===== src/hw/rtl/gcp_pkg.sv =====
`timescale 1ns / 1ps
// Shared types, character codes and status codes of the G-code line parser.
package gcp_pkg;

   localparam int LETTER_W = 7;
   localparam int MANT_W   = 32;
   localparam int DEC_W    = 8;
   localparam int ENTRY_W  = LETTER_W + MANT_W + DEC_W;
   localparam int RSP_W    = 64;

   localparam logic [MANT_W-1:0] MAG_MAX = 32'h7FFF_FFFF;
   localparam logic [DEC_W-1:0]  DEC_MAX = 8'hFF;

   typedef logic [3:0] status_type;

   localparam status_type ST_OK_END       = 4'd0;
   localparam status_type ST_OK_TERM      = 4'd1;
   localparam status_type ST_ERR_SIGN     = 4'd2;
   localparam status_type ST_ERR_DOT      = 4'd3;
   localparam status_type ST_ERR_EARLY    = 4'd4;
   localparam status_type ST_ERR_ILLEGAL  = 4'd5;
   localparam status_type ST_ERR_LATE_N   = 4'd6;
   localparam status_type ST_ERR_SECOND   = 4'd7;
   localparam status_type ST_ERR_OVERFLOW = 4'd8;

   localparam logic [7:0] CH_TAB   = 8'h09;
   localparam logic [7:0] CH_LF    = 8'h0A;
   localparam logic [7:0] CH_CR    = 8'h0D;
   localparam logic [7:0] CH_SPACE = 8'h20;
   localparam logic [7:0] CH_PCT   = 8'h25;
   localparam logic [7:0] CH_LPAR  = 8'h28;
   localparam logic [7:0] CH_STAR  = 8'h2A;
   localparam logic [7:0] CH_PLUS  = 8'h2B;
   localparam logic [7:0] CH_MINUS = 8'h2D;
   localparam logic [7:0] CH_DOT   = 8'h2E;
   localparam logic [7:0] CH_SLASH = 8'h2F;
   localparam logic [7:0] CH_0     = 8'h30;
   localparam logic [7:0] CH_9     = 8'h39;
   localparam logic [7:0] CH_SEMI  = 8'h3B;
   localparam logic [7:0] CH_A     = 8'h41;
   localparam logic [7:0] CH_G     = 8'h47;
   localparam logic [7:0] CH_M     = 8'h4D;
   localparam logic [7:0] CH_N     = 8'h4E;
   localparam logic [7:0] CH_Z     = 8'h5A;

   typedef struct packed {
      logic take;
      logic flush;
      logic fetch;
      logic next;
      logic finish;
   } gcp_cmd_type;

   typedef struct packed {
      logic emit;
      logic single;
      logic last;
   } gcp_stat_type;

endpackage


===== src/hw/rtl/gcp_ram.sv =====
`timescale 1ns / 1ps
// Generic single-write, single-read RAM with registered read data.
module gcp_ram #(
   parameter int WIDTH = 8,
   parameter int DEPTH = 16
) (
   input  logic                                     clock,
   input  logic                                     we,
   input  logic [(DEPTH > 1 ? $clog2(DEPTH) : 1)-1:0] waddr,
   input  logic [WIDTH-1:0]                         wdata,
   input  logic                                     re,
   input  logic [(DEPTH > 1 ? $clog2(DEPTH) : 1)-1:0] raddr,
   output logic [WIDTH-1:0]                         rdata
);

   logic [WIDTH-1:0] mem_ff [DEPTH];
   logic [WIDTH-1:0] rdata_ff;

   always_ff @(posedge clock) begin
      if (we) begin
         mem_ff[waddr] <= wdata;
      end
      if (re) begin
         rdata_ff <= mem_ff[raddr];
      end
   end

   assign rdata = rdata_ff;

endmodule


===== src/hw/rtl/gcp_datapath.sv =====
`timescale 1ns / 1ps
// Character parsing state, working entry, entry store and result assembly.
module gcp_datapath import gcp_pkg::*; #(
   parameter int PARAM_CAPACITY = 16,
   parameter int LINE_LIMIT     = 128
) (
   input  logic             clock,
   input  logic             reset,
   input  gcp_cmd_type      cmd,
   output gcp_stat_type     stat,
   input  logic [7:0]       req_char,
   input  logic             req_eob,
   output logic [RSP_W-1:0] rsp_data,
   output logic             rsp_last
);

   localparam int IDX_W = PARAM_CAPACITY > 1 ? $clog2(PARAM_CAPACITY) : 1;

   logic [IDX_W-1:0]    cur_ff, cur_in;
   logic [IDX_W-1:0]    rd_ff, rd_in;
   logic                als_ff, als_in;
   logic                sign_ff, sign_in;
   logic                neg_ff, neg_in;
   logic                dot_ff, dot_in;
   logic                num_ff, num_in;
   logic [7:0]          count_ff, count_in;
   logic                disc_ff, disc_in;
   logic                eobp_ff, eobp_in;
   logic [LETTER_W-1:0] let_ff, let_in;
   logic [MANT_W-1:0]   mant_ff, mant_in;
   logic [DEC_W-1:0]    dec_ff, dec_in;
   logic                rsingle_ff, rsingle_in;
   status_type          rstat_ff, rstat_in;
   logic [3:0]          reidx_ff, reidx_in;

   logic                ev_emit, ev_single, ev_err, ev_term, open_next;
   status_type          ev_status;
   logic [IDX_W:0]      cur_plus;
   logic [35:0]         prod;
   logic [3:0]          digit;
   logic                ram_we, ram_re;
   logic [IDX_W-1:0]    ram_raddr;
   logic [ENTRY_W-1:0]  ram_wdata, ram_rdata;
   logic [MANT_W-1:0]   wr_mant;
   logic [7:0]          cur8, rd8;
   logic [6:0]          count7;

   assign cur_plus = {1'b0, cur_ff} + (IDX_W+1)'(1);
   assign digit    = 4'(req_char - CH_0);
   assign prod     = ({4'b0, mant_ff} << 3) + ({4'b0, mant_ff} << 1) + 36'(digit);
   assign cur8     = 8'(cur_ff);
   assign rd8      = 8'(rd_ff);
   assign count7   = 7'(cur_ff) + 7'd1;

   always_comb begin
      cur_in     = cur_ff;
      rd_in      = rd_ff;
      als_in     = als_ff;
      sign_in    = sign_ff;
      neg_in     = neg_ff;
      dot_in     = dot_ff;
      num_in     = num_ff;
      count_in   = count_ff;
      disc_in    = disc_ff;
      eobp_in    = eobp_ff;
      let_in     = let_ff;
      mant_in    = mant_ff;
      dec_in     = dec_ff;
      rsingle_in = rsingle_ff;
      rstat_in   = rstat_ff;
      reidx_in   = reidx_ff;
      ev_emit    = 1'b0;
      ev_single  = 1'b0;
      ev_err     = 1'b0;
      ev_term    = 1'b0;
      ev_status  = ST_OK_END;
      open_next  = 1'b0;

      if (cmd.take) begin
         if (req_eob) begin
            if (disc_ff) begin
               cur_in   = '0;
               als_in   = 1'b1;
               sign_in  = 1'b0;
               neg_in   = 1'b0;
               dot_in   = 1'b0;
               num_in   = 1'b0;
               count_in = '0;
               disc_in  = 1'b0;
            end else begin
               ev_emit   = 1'b1;
               ev_single = als_ff;
               eobp_in   = 1'b1;
            end
         end else if (!disc_ff) begin
            if (req_char == CH_SPACE || req_char == CH_TAB) begin
               ev_err = 1'b0;
            end else if (req_char == CH_CR || req_char == CH_LF || req_char == CH_SEMI ||
                         req_char == CH_STAR || req_char == CH_LPAR ||
                         req_char == CH_PCT || req_char == CH_SLASH) begin
               ev_term   = 1'b1;
               ev_status = ST_OK_TERM;
            end else if (req_char == CH_N) begin
               if (!als_ff) begin
                  ev_err    = 1'b1;
                  ev_status = ST_ERR_LATE_N;
               end
            end else if (req_char == CH_G || req_char == CH_M) begin
               if (!als_ff) begin
                  ev_err    = 1'b1;
                  ev_status = ST_ERR_SECOND;
               end else begin
                  als_in  = 1'b0;
                  cur_in  = '0;
                  let_in  = req_char[LETTER_W-1:0];
                  mant_in = '0;
                  dec_in  = '0;
               end
            end else if (req_char == CH_PLUS || req_char == CH_MINUS) begin
               if (als_ff || sign_ff || num_ff) begin
                  ev_err    = 1'b1;
                  ev_status = ST_ERR_SIGN;
               end else begin
                  sign_in = 1'b1;
                  neg_in  = (req_char == CH_MINUS);
                  num_in  = 1'b1;
               end
            end else if (req_char == CH_DOT) begin
               if (als_ff || dot_ff) begin
                  ev_err    = 1'b1;
                  ev_status = ST_ERR_DOT;
               end else begin
                  sign_in = 1'b1;
                  dot_in  = 1'b1;
                  num_in  = 1'b1;
               end
            end else if (req_char >= CH_0 && req_char <= CH_9) begin
               if (!als_ff) begin
                  mant_in = (prod > 36'(MAG_MAX)) ? MAG_MAX : prod[MANT_W-1:0];
                  sign_in = 1'b1;
                  num_in  = 1'b1;
                  if (dot_ff && dec_ff != DEC_MAX) begin
                     dec_in = dec_ff + DEC_W'(1);
                  end
               end
            end else if (req_char >= CH_A && req_char <= CH_Z) begin
               if (als_ff) begin
                  ev_err    = 1'b1;
                  ev_status = ST_ERR_EARLY;
               end else if (cur_plus >= (IDX_W+1)'(PARAM_CAPACITY)) begin
                  ev_err    = 1'b1;
                  ev_status = ST_ERR_OVERFLOW;
               end else begin
                  open_next = 1'b1;
                  sign_in   = 1'b0;
                  neg_in    = 1'b0;
                  dot_in    = 1'b0;
                  num_in    = 1'b0;
                  cur_in    = cur_plus[IDX_W-1:0];
                  let_in    = req_char[LETTER_W-1:0];
                  mant_in   = '0;
                  dec_in    = '0;
               end
            end else begin
               ev_err    = 1'b1;
               ev_status = ST_ERR_ILLEGAL;
            end

            if (ev_err) begin
               ev_emit   = 1'b1;
               ev_single = 1'b1;
            end else if (ev_term) begin
               ev_emit   = 1'b1;
               ev_single = als_ff;
            end else begin
               count_in = count_ff + 8'd1;
               if (count_in >= 8'(LINE_LIMIT)) begin
                  ev_emit   = 1'b1;
                  ev_single = als_in;
                  ev_status = ST_OK_END;
               end
            end
            if (ev_emit) begin
               disc_in = 1'b1;
            end
         end

         if (ev_emit) begin
            rsingle_in = ev_single;
            rstat_in   = ev_status;
            reidx_in   = ev_err ? cur8[3:0] : 4'd0;
         end
      end

      if (cmd.fetch) begin
         rd_in = '0;
      end else if (cmd.next) begin
         rd_in = rd_ff + IDX_W'(1);
      end

      if (cmd.finish && eobp_ff) begin
         cur_in   = '0;
         als_in   = 1'b1;
         sign_in  = 1'b0;
         neg_in   = 1'b0;
         dot_in   = 1'b0;
         num_in   = 1'b0;
         count_in = '0;
         disc_in  = 1'b0;
         eobp_in  = 1'b0;
      end
   end

   always_ff @(posedge clock) begin
      if (reset) begin
         cur_ff   <= '0;
         als_ff   <= 1'b1;
         sign_ff  <= 1'b0;
         neg_ff   <= 1'b0;
         dot_ff   <= 1'b0;
         num_ff   <= 1'b0;
         count_ff <= '0;
         disc_ff  <= 1'b0;
         eobp_ff  <= 1'b0;
      end else begin
         cur_ff   <= cur_in;
         als_ff   <= als_in;
         sign_ff  <= sign_in;
         neg_ff   <= neg_in;
         dot_ff   <= dot_in;
         num_ff   <= num_in;
         count_ff <= count_in;
         disc_ff  <= disc_in;
         eobp_ff  <= eobp_in;
      end
      rd_ff      <= rd_in;
      let_ff     <= let_in;
      mant_ff    <= mant_in;
      dec_ff     <= dec_in;
      rsingle_ff <= rsingle_in;
      rstat_ff   <= rstat_in;
      reidx_ff   <= reidx_in;
   end

   assign wr_mant   = neg_ff ? (MANT_W'(0) - mant_ff) : mant_ff;
   assign ram_we    = cmd.flush || open_next;
   assign ram_wdata = {let_ff, wr_mant, dec_ff};
   assign ram_re    = cmd.fetch || cmd.next;
   assign ram_raddr = cmd.fetch ? IDX_W'(0) : (rd_ff + IDX_W'(1));

   gcp_ram #(
      .WIDTH (ENTRY_W),
      .DEPTH (PARAM_CAPACITY)
   ) u_store (
      .clock (clock),
      .we    (ram_we),
      .waddr (cur_ff),
      .wdata (ram_wdata),
      .re    (ram_re),
      .raddr (ram_raddr),
      .rdata (ram_rdata)
   );

   always_comb begin
      if (rsingle_ff) begin
         rsp_data = {DEC_W'(0), MANT_W'(0), LETTER_W'(0), 4'd0, 5'd0, reidx_ff, rstat_ff};
         rsp_last = 1'b1;
      end else begin
         rsp_data = {ram_rdata[DEC_W-1:0],
                     ram_rdata[DEC_W +: MANT_W],
                     ram_rdata[DEC_W+MANT_W +: LETTER_W],
                     rd8[3:0], count7[4:0], 4'd0, rstat_ff};
         rsp_last = (rd_ff == cur_ff);
      end
   end

   assign stat.emit   = ev_emit;
   assign stat.single = ev_single;
   assign stat.last   = (rd_ff == cur_ff);

endmodule


===== src/hw/rtl/gcp_controller.sv =====
`timescale 1ns / 1ps
// Sequencer for character intake, entry write-back and result delivery.
module gcp_controller import gcp_pkg::*; (
   input  logic         clock,
   input  logic         reset,
   input  logic         req_tvalid,
   output logic         req_tready,
   output logic         rsp_tvalid,
   input  logic         rsp_tready,
   output gcp_cmd_type  cmd,
   input  gcp_stat_type stat
);

   typedef enum logic [2:0] {
      S_RUN,
      S_FLUSH,
      S_FETCH,
      S_SEND,
      S_SINGLE
   } state_type;

   state_type state_ff, state_in;
   logic      rsp_fire;

   assign req_tready = (state_ff == S_RUN);
   assign rsp_tvalid = (state_ff == S_SEND) || (state_ff == S_SINGLE);
   assign rsp_fire   = rsp_tvalid && rsp_tready;

   always_comb begin
      cmd        = '0;
      state_in   = state_ff;
      unique case (state_ff)
         S_RUN: begin
            cmd.take = req_tvalid;
            if (req_tvalid && stat.emit) begin
               state_in = stat.single ? S_SINGLE : S_FLUSH;
            end
         end
         S_FLUSH: begin
            cmd.flush = 1'b1;
            state_in  = S_FETCH;
         end
         S_FETCH: begin
            cmd.fetch = 1'b1;
            state_in  = S_SEND;
         end
         S_SEND: begin
            if (rsp_fire) begin
               if (stat.last) begin
                  cmd.finish = 1'b1;
                  state_in   = S_RUN;
               end else begin
                  cmd.next = 1'b1;
               end
            end
         end
         S_SINGLE: begin
            if (rsp_fire) begin
               cmd.finish = 1'b1;
               state_in   = S_RUN;
            end
         end
         default: begin
            state_in = S_RUN;
         end
      endcase
   end

   always_ff @(posedge clock) begin
      if (reset) begin
         state_ff <= S_RUN;
      end else begin
         state_ff <= state_in;
      end
   end

endmodule


===== src/hw/rtl/gcode_line_parser.sv =====
`timescale 1ns / 1ps
// Top level of the G-code line parser: controller, datapath and port packing.
//
// Feed one line character per transaction on the req_ channel; req_tlast marks
// an end-of-buffer transaction that closes the line and rearms the parser.
// Results leave on the rsp_ channel, one per parsed entry (command first),
// or a single result for an empty line or an error; rsp_tlast marks the
// final result of a line.
// A character that does not close a line is taken with req_tready staying high.
// A line that closes with entries writes back the open entry, reads the entry
// store and then gives one result per cycle while rsp_tready is high.
// Empty-line and error results show in the cycle after the closing transaction.
// req_tready is low while results of a line are pending; a stalled rsp_
// channel holds the current result and the parser until it is taken.
// Reset returns the parser to the start of a line; the entry store keeps no
// reset value, every entry is written before it is read.
module gcode_line_parser import gcp_pkg::*; #(
   parameter int PARAM_CAPACITY = 16,
   parameter int LINE_LIMIT     = 128
) (
   input  logic        clock,
   input  logic        reset,
   input  logic        req_tvalid,
   output logic        req_tready,
   input  logic [7:0]  req_tdata,   // [7:0] character
   input  logic        req_tlast,   // end_of_buffer
   output logic        rsp_tvalid,
   input  logic        rsp_tready,
   // [3:0] status, [7:4] error_index, [12:8] param_count, [16:13] entry_index,
   // [23:17] letter, [55:24] mantissa, [63:56] decimals
   output logic [63:0] rsp_tdata,
   output logic        rsp_tlast    // last
);

   gcp_cmd_type  cmd;
   gcp_stat_type stat;

   gcp_controller u_ctrl (
      .clock      (clock),
      .reset      (reset),
      .req_tvalid (req_tvalid),
      .req_tready (req_tready),
      .rsp_tvalid (rsp_tvalid),
      .rsp_tready (rsp_tready),
      .cmd        (cmd),
      .stat       (stat)
   );

   gcp_datapath #(
      .PARAM_CAPACITY (PARAM_CAPACITY),
      .LINE_LIMIT     (LINE_LIMIT)
   ) u_dp (
      .clock    (clock),
      .reset    (reset),
      .cmd      (cmd),
      .stat     (stat),
      .req_char (req_tdata),
      .req_eob  (req_tlast),
      .rsp_data (rsp_tdata),
      .rsp_last (rsp_tlast)
   );

`ifndef SYNTHESIS
   a_no_overlap: assert property (@(posedge clock) disable iff (reset)
      !(req_tready && rsp_tvalid))
      else $error("intake and result delivery active together");

   a_rearm_after_last: assert property (@(posedge clock) disable iff (reset)
      (rsp_tvalid && rsp_tready && rsp_tlast) |=> req_tready)
      else $error("parser not ready after final result of a line");

   a_error_single: assert property (@(posedge clock) disable iff (reset)
      (rsp_tvalid && rsp_tdata[3:0] >= ST_ERR_SIGN) |->
      (rsp_tlast && rsp_tdata[12:8] == 5'd0))
      else $error("error result is not a single final result");

   a_result_holds: assert property (@(posedge clock) disable iff (reset)
      (rsp_tvalid && !rsp_tready) |=> (rsp_tvalid && $stable(rsp_tdata)))
      else $error("stalled result changed");
`endif

endmodule

===== config.mk =====
export PLATFORM = sky130hd
export DESIGN_NAME = gcode_line_parser
export DESIGN_NICKNAME = d
export VERILOG_FILES = /design/src/hw/rtl/gcp_pkg.sv /design/src/hw/rtl/gcp_ram.sv /design/src/hw/rtl/gcp_datapath.sv /design/src/hw/rtl/gcp_controller.sv /design/src/hw/rtl/gcode_line_parser.sv
export SDC_FILE = /design/constraint.sdc
export NUM_CORES = 1
export LEC_CHECK = 0
export ABC_CLOCK_PERIOD_IN_PS = 5500
export BUFFER_PORTS_ARGS = -buffer_cell sky130_fd_sc_hd__clkbuf_2
export CORE_MARGIN = 2
export CORE_UTILIZATION = 40
export CTS_BUF_LIST = sky130_fd_sc_hd__clkbuf_16
export DETAILED_ROUTE_END_ITERATION = 6
export PLACE_DENSITY = 0.61
export RECOVER_POWER = 25
export SYNTH_ARGS = -nofsm -noshare
export SYNTH_HDL_FRONTEND = slang
export SYNTH_SLANG_ARGS = --single-unit

===== constraint.sdc =====
create_clock -name clock -period 5.5 [get_ports clock]
set_input_delay 0 -clock clock [delete_from_list [all_inputs] [get_ports clock]]
set_output_delay 0 -clock clock [all_outputs]
set_load 0.005 [all_outputs]

## Yosys cells after proc, flatten, opt, wreduce, memory -nomap -nowiden

Memory sizes are Yosys's and may differ from the RTL's. A register that Yosys moved wholly into a read port is not among the register bits.
Cells that the tools add are included.

- Multiplexer cells: 184
- Bitwise gates (word level): 5
- Reductions and logical operators: 42
- Eq/ne operators: 60
- Add/sub/neg operators: 9
- $lt $le $gt $ge: 7

Operators with widths:

| operator | number |
|---|---|
| $mux W32 | 11 |
| $mux W8 | 15 |
| $mux W4 | 28 |
| $mux W1 | 109 |
| $eq A8 B6 Y1 const B | 9 |
| $reduce_and A13 Y1 | 5 |
| $mux W64 | 1 |
| $mux W7 | 8 |
| $add A35 B33 Y36 | 1 |
| $add A36 B4 Y36 | 1 |
| $gt A36 B31 Y1 const B | 1 |
| $ne A3 B2 Y1 const B | 11 |
| $sub A1 B32 Y32 const A | 1 |
| $eq A8 B4 Y1 const B | 3 |
| $eq A8 B7 Y1 const B | 3 |
| $reduce_and A12 Y1 | 2 |
| $mux W3 | 7 |
| $ne A2 B2 Y1 const B | 10 |
| $ne A2 B1 Y1 const B | 9 |
| $add A8 B1 Y8 const B | 2 |
| $logic_or A1 B1 Y1 | 15 |
| $ne A3 B3 Y1 const B | 5 |
| $pmux W3 S5 | 1 |
| $reduce_bool A3 Y1 | 4 |
| 30 further kinds | 45 |

- Flip-flop bits (word level): 81
- Logic and storage cells: 324
- RAM bits: 752
- Memories kept: 1

Memories:

| name | words | bits a word | read ports | clocked after memory_dff | wr ports | RTL line | source |
|---|---|---|---|---|---|---|---|
| u_dp.u_store.mem_ff | 16 | 47 | 1 | 1 | 1 | gcp_ram.sv:16 | `logic [WIDTH-1:0] mem_ff [DEPTH];` |

## Longest topological paths before layout

- Word-level depth: 26
- Depth in mapped cells: 15
- Mapped depth without buffers: 13

## Hierarchy

From an unflattened synthesis, not the netlist that was laid out.

- Cell total of the unflattened synthesis: 2066
- Area, all modules: 36986.7 sq um

Modules (own cells, without submodules):

| module | times used | area each (sq um) | cells an instance |
|---|---|---|---|
| gcp_ram | 1 | 29600.9 | 1217 |
| gcp_datapath | 1 | 7139.3 | 819 |
| gcp_controller | 1 | 246.5 | 30 |

## Least setup slack after synthesis

No wires, ideal clock.

- Kind: flip-flop to flip-flop
- Start point: register u_dp.cur_ff[0]
- End point: memory u_dp.u_store.mem_ff[3][0] in the netlist's numbering, enable pin
- Stages on the path, launching flop included: 7
- Setup time: 510 ps
- Path slack: 85 ps
- Clock period less this slack: 5415 ps
- Arrival: 4905 ps
- Cells stage by stage: dfxtp_1 > ha_1 > and3_1 > nor4b_1 > a31o_2 > nand2_1 > nor3_1

- Longest elaborated chain between the ends: 18

RTL lines:

| element | RTL line | source |
|---|---|---|
| from (decl) | gcp_datapath.sv:19 | `logic [IDX_W-1:0] cur_ff, cur_in;` |
| from (signal assigned) | gcp_datapath.sv:226 | `cur_ff <= cur_in;` |
| $add A4 B1 Y5 | gcp_datapath.sv:48 | `assign cur_plus = {1'b0, cur_ff} + (IDX_W+1)'(1);` |
| $ge A5 B5 Y1 | gcp_datapath.sv:150 | `end else if (cur_plus >= (IDX_W+1)'(PARAM_CAPACITY)) begin` |
| $mux W1 | gcp_datapath.sv:150 |  |
| $mux W1 | gcp_datapath.sv:147 | `if (als_ff) begin` |
| $mux W1 | gcp_datapath.sv:146 | `end else if (req_char >= CH_A && req_char <= CH_Z) begin` |
| $mux W1 | gcp_datapath.sv:137 | `end else if (req_char >= CH_0 && req_char <= CH_9) begin` |
| $mux W1 | gcp_datapath.sv:128 | `end else if (req_char == CH_DOT) begin` |
| $mux W1 | gcp_datapath.sv:119 | `end else if (req_char == CH_PLUS \|\| req_char == CH_MINUS) begin` |
| [... 2 more ...] | -- |  |
| $mux W1 | gcp_datapath.sv:98 | `end else if (req_char == CH_CR \|\| req_char == CH_LF \|\| req_char == CH_SEMI \|\|` |
| $mux W1 | gcp_datapath.sv:96 | `if (req_char == CH_SPACE \|\| req_char == CH_TAB) begin` |
| $mux W1 | gcp_datapath.sv:95 | `end else if (!disc_ff) begin` |
| $mux W1 | gcp_datapath.sv:80 | `if (req_eob) begin` |
| $mux W1 | gcp_datapath.sv:79 | `if (cmd.take) begin` |
| $logic_or A1 B1 Y1 | gcp_datapath.sv:246 | `assign ram_we = cmd.flush \|\| open_next;` |
| $mux W1 | gcp_ram.sv:20 | `if (we) begin` |
| $mux W1 (not written as such) | gcp_ram.sv:21 | `mem_ff[waddr] <= wdata;` |
| to (decl) | gcp_ram.sv:16 |  |

Parallel ways exist; a longest one is shown, timed or not.

## Worst setup path in the final report

- Start point: register u_dp.mant_ff[0]
- End point: register u_dp.mant_ff[18] (data pin)

- Longest elaborated chain between the ends: 9

RTL lines:

| element | RTL line | source |
|---|---|---|
| from (decl) | gcp_datapath.sv:30 | `logic [MANT_W-1:0] mant_ff, mant_in;` |
| from (signal assigned) | gcp_datapath.sv:238 | `mant_ff <= mant_in;` |
| $add A35 B33 Y36 (*) | gcp_datapath.sv:50 | `assign prod = ({4'b0, mant_ff} << 3) + ({4'b0, mant_ff} << 1) + 36'(digit);` |
| $add A36 B4 Y36 (*) | gcp_datapath.sv:50 |  |
| $gt A36 B31 Y1 | gcp_datapath.sv:139 | `mant_in = (prod > 36'(MAG_MAX)) ? MAG_MAX : prod[MANT_W-1:0];` |
| $mux W32 (*) | gcp_datapath.sv:139 |  |
| $mux W32 (*) | gcp_datapath.sv:138 | `if (!als_ff) begin` |
| $mux W32 (*) | gcp_datapath.sv:137 |  |
| $mux W32 (*) | gcp_datapath.sv:128 |  |
| $mux W32 (*) | gcp_datapath.sv:119 |  |
| $mux W32 (*) | gcp_datapath.sv:108 | `end else if (req_char == CH_G \|\| req_char == CH_M) begin` |

Every way passes the cells marked *; elsewhere a longest branch is shown, timed or not. The select of a mux whose other input is x is not followed.
A chain may end at the register's enable or synchronous reset.

==> results.toml <==
[logic_synthesis]
yosys_warning_count = 0
postSynthRegisterBits = 880
synth_unique_cells = 73
synth_enable_flop_cells = 855
synth-main-ff-cell = "sky130_fd_sc_hd__edfxtp_1"
post-synth-top-area-cell = "sky130_fd_sc_hd__edfxtp_1"
synth_fp_nets = 2996
post-synth-top-area-fraction_pct = 67.0
synth_area_per_cell_um2 = 13.2
synth_common_cells = "855 x sky130_fd_sc_hd__edfxtp_1, 435 x sky130_fd_sc_hd__nand2_1, 246 x sky130_fd_sc_hd__nor2b_1"
synth.top_cells.by_area = "sky130_fd_sc_hd__edfxtp_1 67%, sky130_fd_sc_hd__a211oi_1 4.7%, sky130_fd_sc_hd__nand2_1 4.3%, sky130_fd_sc_hd__nor2b_1 4.0%, sky130_fd_sc_hd__ha_1 2.5%"
syn_inst = 2905
ys_async_sr_fraction_pct = 0
seq_area_frac_synth_pct = 68.3
yosys.cell_count.top_type = "sky130_fd_sc_hd__edfxtp_1"
synth.cell_area_um2 = 38300

[clocking]
insertion_delay_ps = 680
cts.htree.levels = 3
post-cts-setup-buffer-count = 0
clock_tree.root_cell = "sky130_fd_sc_hd__clkbuf_16"
cts.reportedPaths.clkPinSlew_ps = 60
cts_sinks = 880
clk_path_buf_depth = 3
numCtsBuffers = 89
clock_tree_from_tritoncts = "done"

[sta]
slew_violations = 136
finalHoldViolCount = 0
max_slew_margin_pct = -102
timing.final.crit_share_pct = 88.3
rsz_0062_raised_after_global_routing = "no"
fin_ws_ps = 642
total_of_endpoints_with_negative_setup_slack_in_the_final_report = 0
skew_ps = 41.5
maxClockFrequency_mhz = 206
worst_pin_slew_ps = 3030
post-route-min-period_ps = 4860
final.setup.tns_ps = 0

[route]
postRouteWirelength_mm = 95.2
ant_nets = 0
drt_iter0_drc = 2097
post-route-drc-count = 0
drt-pass1-iter-count = 5
vias_per_cell = 5.66
vias = 24300
wire_per_inst_um = 22.2

[critical_path]
r2r_setup_slack_ps = 640
ff2ff_path_depth = 14
timing_worst_setup_path_type = "flip-flop to flip-flop"
worstReg2RegStart = "u_dp.mant_ff[0]"
crit_required_ps = 5890
cp-end-kind = "flip-flop"
worst-endpoint-arrival_ps = 5250
crit_fanout = 22
setup.worst_path.start = "u_dp.mant_ff[0]"
crit_path_end = "u_dp.mant_ff[18]"
startpoint_type = "flip-flop"
crit-reg2reg-capture = "u_dp.mant_ff[18]"

[final_layout]
drive_gt1_share_pct = 8.48
antennaDiodeCount = 0
num-nets-final = 3049
n_fill_cell = 8319
finalInstanceArea_um2 = 43400
finish.utilization_pct = 45.6
syn_to_final_growth_pct = 13.2

[global_routing]
globalRouteOverflowTotal = 0
track_usage_pct = 19.1
grt_max_degree = 168
antenna_found_initial = 1
first_pass_grt_wire_length_mm = 144
via_count_of_the_first_global_routing_pass = 24100

[pwr]
swShare_pct = 29.7
pwr_density_cell_nw_per_um2 = 395
proportion_of_power_drawn_by_flip_flops_and_latches_pct = 44.7
clock_power_share_pct = 34.4
vdd.ir_drop.worst_uv = 305
internal-power_uw = 12000
leakagePower_uw = 0.0141
totalPowerFinal_uw = 17100
p_comb_share_pct = 21.0
power_switching_uw = 5080

[placed_design]
placedInstanceArea_um2 = 40400
place_worst_setup_slack_ps = 672
place.port_buffers = 79
detailedPlacementHpwl_mm = 50.1
routability_congestion_estimate_from_global_placement = 0.836

[floorplanning]
io_pins = 80
initial_core_util_pct = 40.3
core_region_area_um2 = 95000
design.die.area_um2 = 98200
core.rowCount = 113
dieHeight_um = 313
dieWidth_um = 313

[run]
timing.max_cap.violations = 3

[hold_path]
timing.hold.worst.class = "input port to flip-flop"

[status]
outcome = "complete, but fails checks"
failed_checks = "max-capacitance violations, max-slew violations"
==> power by group through the flow <==
stage	logic, uW	registers [uW]	clock network [uW]
floorplan	2490	7730	0
global placement	3540	7790	0
detailed placement	3610	7790	0
CTS	3630	7650	5990
global route	3970	7670	6260
finish	3590	7650	5880
==> cells by family after synthesis <==
group / Yosys count / synth area share [%]
AO/OA/AOI/OAI: 730 / 13.3
XOR/XNOR: 85 / 1.94
AND/OR/NAND/NOR: 914 / 11.6
multiplexers: 4 / 0.105
other: 1 / 0.00979
adder cells (fa/ha/maj): 78 / 2.59
flip-flops: 880 / 68.3
buffers and inverters: 213 / 2.14
==> state kept, by name, indices dropped and copies added, names as in the netlist <==
signal and cells:
u_dp.reidx_ff 4, u_dp.let_ff 7, u_dp.u_store.rdata 47, u_dp.rsingle_ff 1, u_dp.u_store.mem_ff 752, u_dp.cur_ff 4, u_dp.disc_ff 1, u_dp.als_ff 1
u_dp.rd_ff 4, u_dp.eobp_ff 1, u_dp.count_ff 8, u_dp.neg_ff 1, u_dp.dot_ff 1, u_dp.num_ff 1, u_dp.rstat_ff 4, u_dp.dec_ff 8
u_ctrl.state_ff 3, u_dp.mant_ff 32
==> worst min-delay path by stage <==
stage / endpoint / slack, ps / start / depth (start not counted)
detailed placement: u_ctrl.state_ff[2] / 220 / reset / 2
finish: u_dp.cur_ff[2] / 90 / req_tdata[7] / 7
floorplan: u_ctrl.state_ff[2] / 70 / reset / 1
global placement: u_ctrl.state_ff[2] / 220 / reset / 2
global route: u_ctrl.state_ff[1] / 130 / reset / 3
CTS: u_dp.cur_ff[2] / 60 / req_tdata[7] / 7
==> worst max-delay path, stage by stage (launching register included) <==
cell	delay, ps
sky130_fd_sc_hd__edfxtp_1	640
sky130_fd_sc_hd__inv_1	160
sky130_fd_sc_hd__fa_1	530
sky130_fd_sc_hd__inv_1	70
sky130_fd_sc_hd__fa_1	480
sky130_fd_sc_hd__a211oi_1	350
sky130_fd_sc_hd__o211ai_1	210
sky130_fd_sc_hd__a21oi_1	470
sky130_fd_sc_hd__o221ai_2	230
sky130_fd_sc_hd__a211oi_2	260
sky130_fd_sc_hd__xor2_1	170
sky130_fd_sc_hd__o311ai_1	100
sky130_fd_sc_hd__or4_1	450
sky130_fd_sc_hd__buf_4	250
sky130_fd_sc_hd__o21a_1	220
==> stage by stage <==
stage / hold WS (ps) / std cells
2_1_floorplan: 72.4 / 2905
3_3_place_gp: 218 / 4119
3_5_place_dp: 225 / 4119
4_1_cts: 57.6 / 4295
5_1_grt: 132 / 4295
6_report: 88.3 / 4295
==> repair_timing <==
action	in CTS	in global routing
resized for setup	0	0
hold buffers	13	0
hold endpoints to repair	26	0
==> per-layer routing <==
layer,vias up,GRT usage (%),part of all wire (%)
met1,12300,25.7,44
met4,0,6.45,2.7
met3,141,2.29,5.1
li1,11200,-,-
met5,-,0,0
met2,699,32.2,48
==> cell type report <==
| type | instances | area [um^2] | share of cell area (%) |
|---|---|---|---|
| repair buffers | 151 | 1190 | 2.74 |
| clock buffers | 89 | 2230 | 5.14 |
| inverters | 24 | 90.1 | 0.208 |
| flip-flops and latches | 880 | 26200 | 60.4 |
| well taps | 1265 | 1580 | 3.65 |
| clock inverters | 74 | 633 | 1.46 |
| multi-input cells | 1812 | 11500 | 26.4 |
==> cells in the final DEF (no fill, tap or decap), types with 15 or more instances in the layout <==
cell type / count
sky130_fd_sc_hd__dfxtp_1: 25
sky130_fd_sc_hd__clkbuf_1: 52
sky130_fd_sc_hd__nor2_4: 15
sky130_fd_sc_hd__edfxtp_1: 855
sky130_fd_sc_hd__nand3_1: 25
sky130_fd_sc_hd__nand2b_1: 15
sky130_fd_sc_hd__a31oi_1: 101
sky130_fd_sc_hd__o21a_1: 35
sky130_fd_sc_hd__clkbuf_16: 89
sky130_fd_sc_hd__inv_1: 42
sky130_fd_sc_hd__a311oi_1: 98
sky130_fd_sc_hd__nor2_1: 68
sky130_fd_sc_hd__a21oi_1: 145
sky130_fd_sc_hd__xor2_1: 25
sky130_fd_sc_hd__nor2b_1: 246
sky130_fd_sc_hd__buf_4: 29
sky130_fd_sc_hd__buf_12: 24
sky130_fd_sc_hd__nand2_1: 435
sky130_fd_sc_hd__ha_1: 76
sky130_fd_sc_hd__clkinv_1: 23
sky130_fd_sc_hd__clkbuf_2: 33
sky130_fd_sc_hd__clkinv_2: 16
sky130_fd_sc_hd__xnor2_1: 59
sky130_fd_sc_hd__a211oi_1: 241
sky130_fd_sc_hd__o21ai_0: 42
No activity file was read; power rests on OpenSTA's default activity.
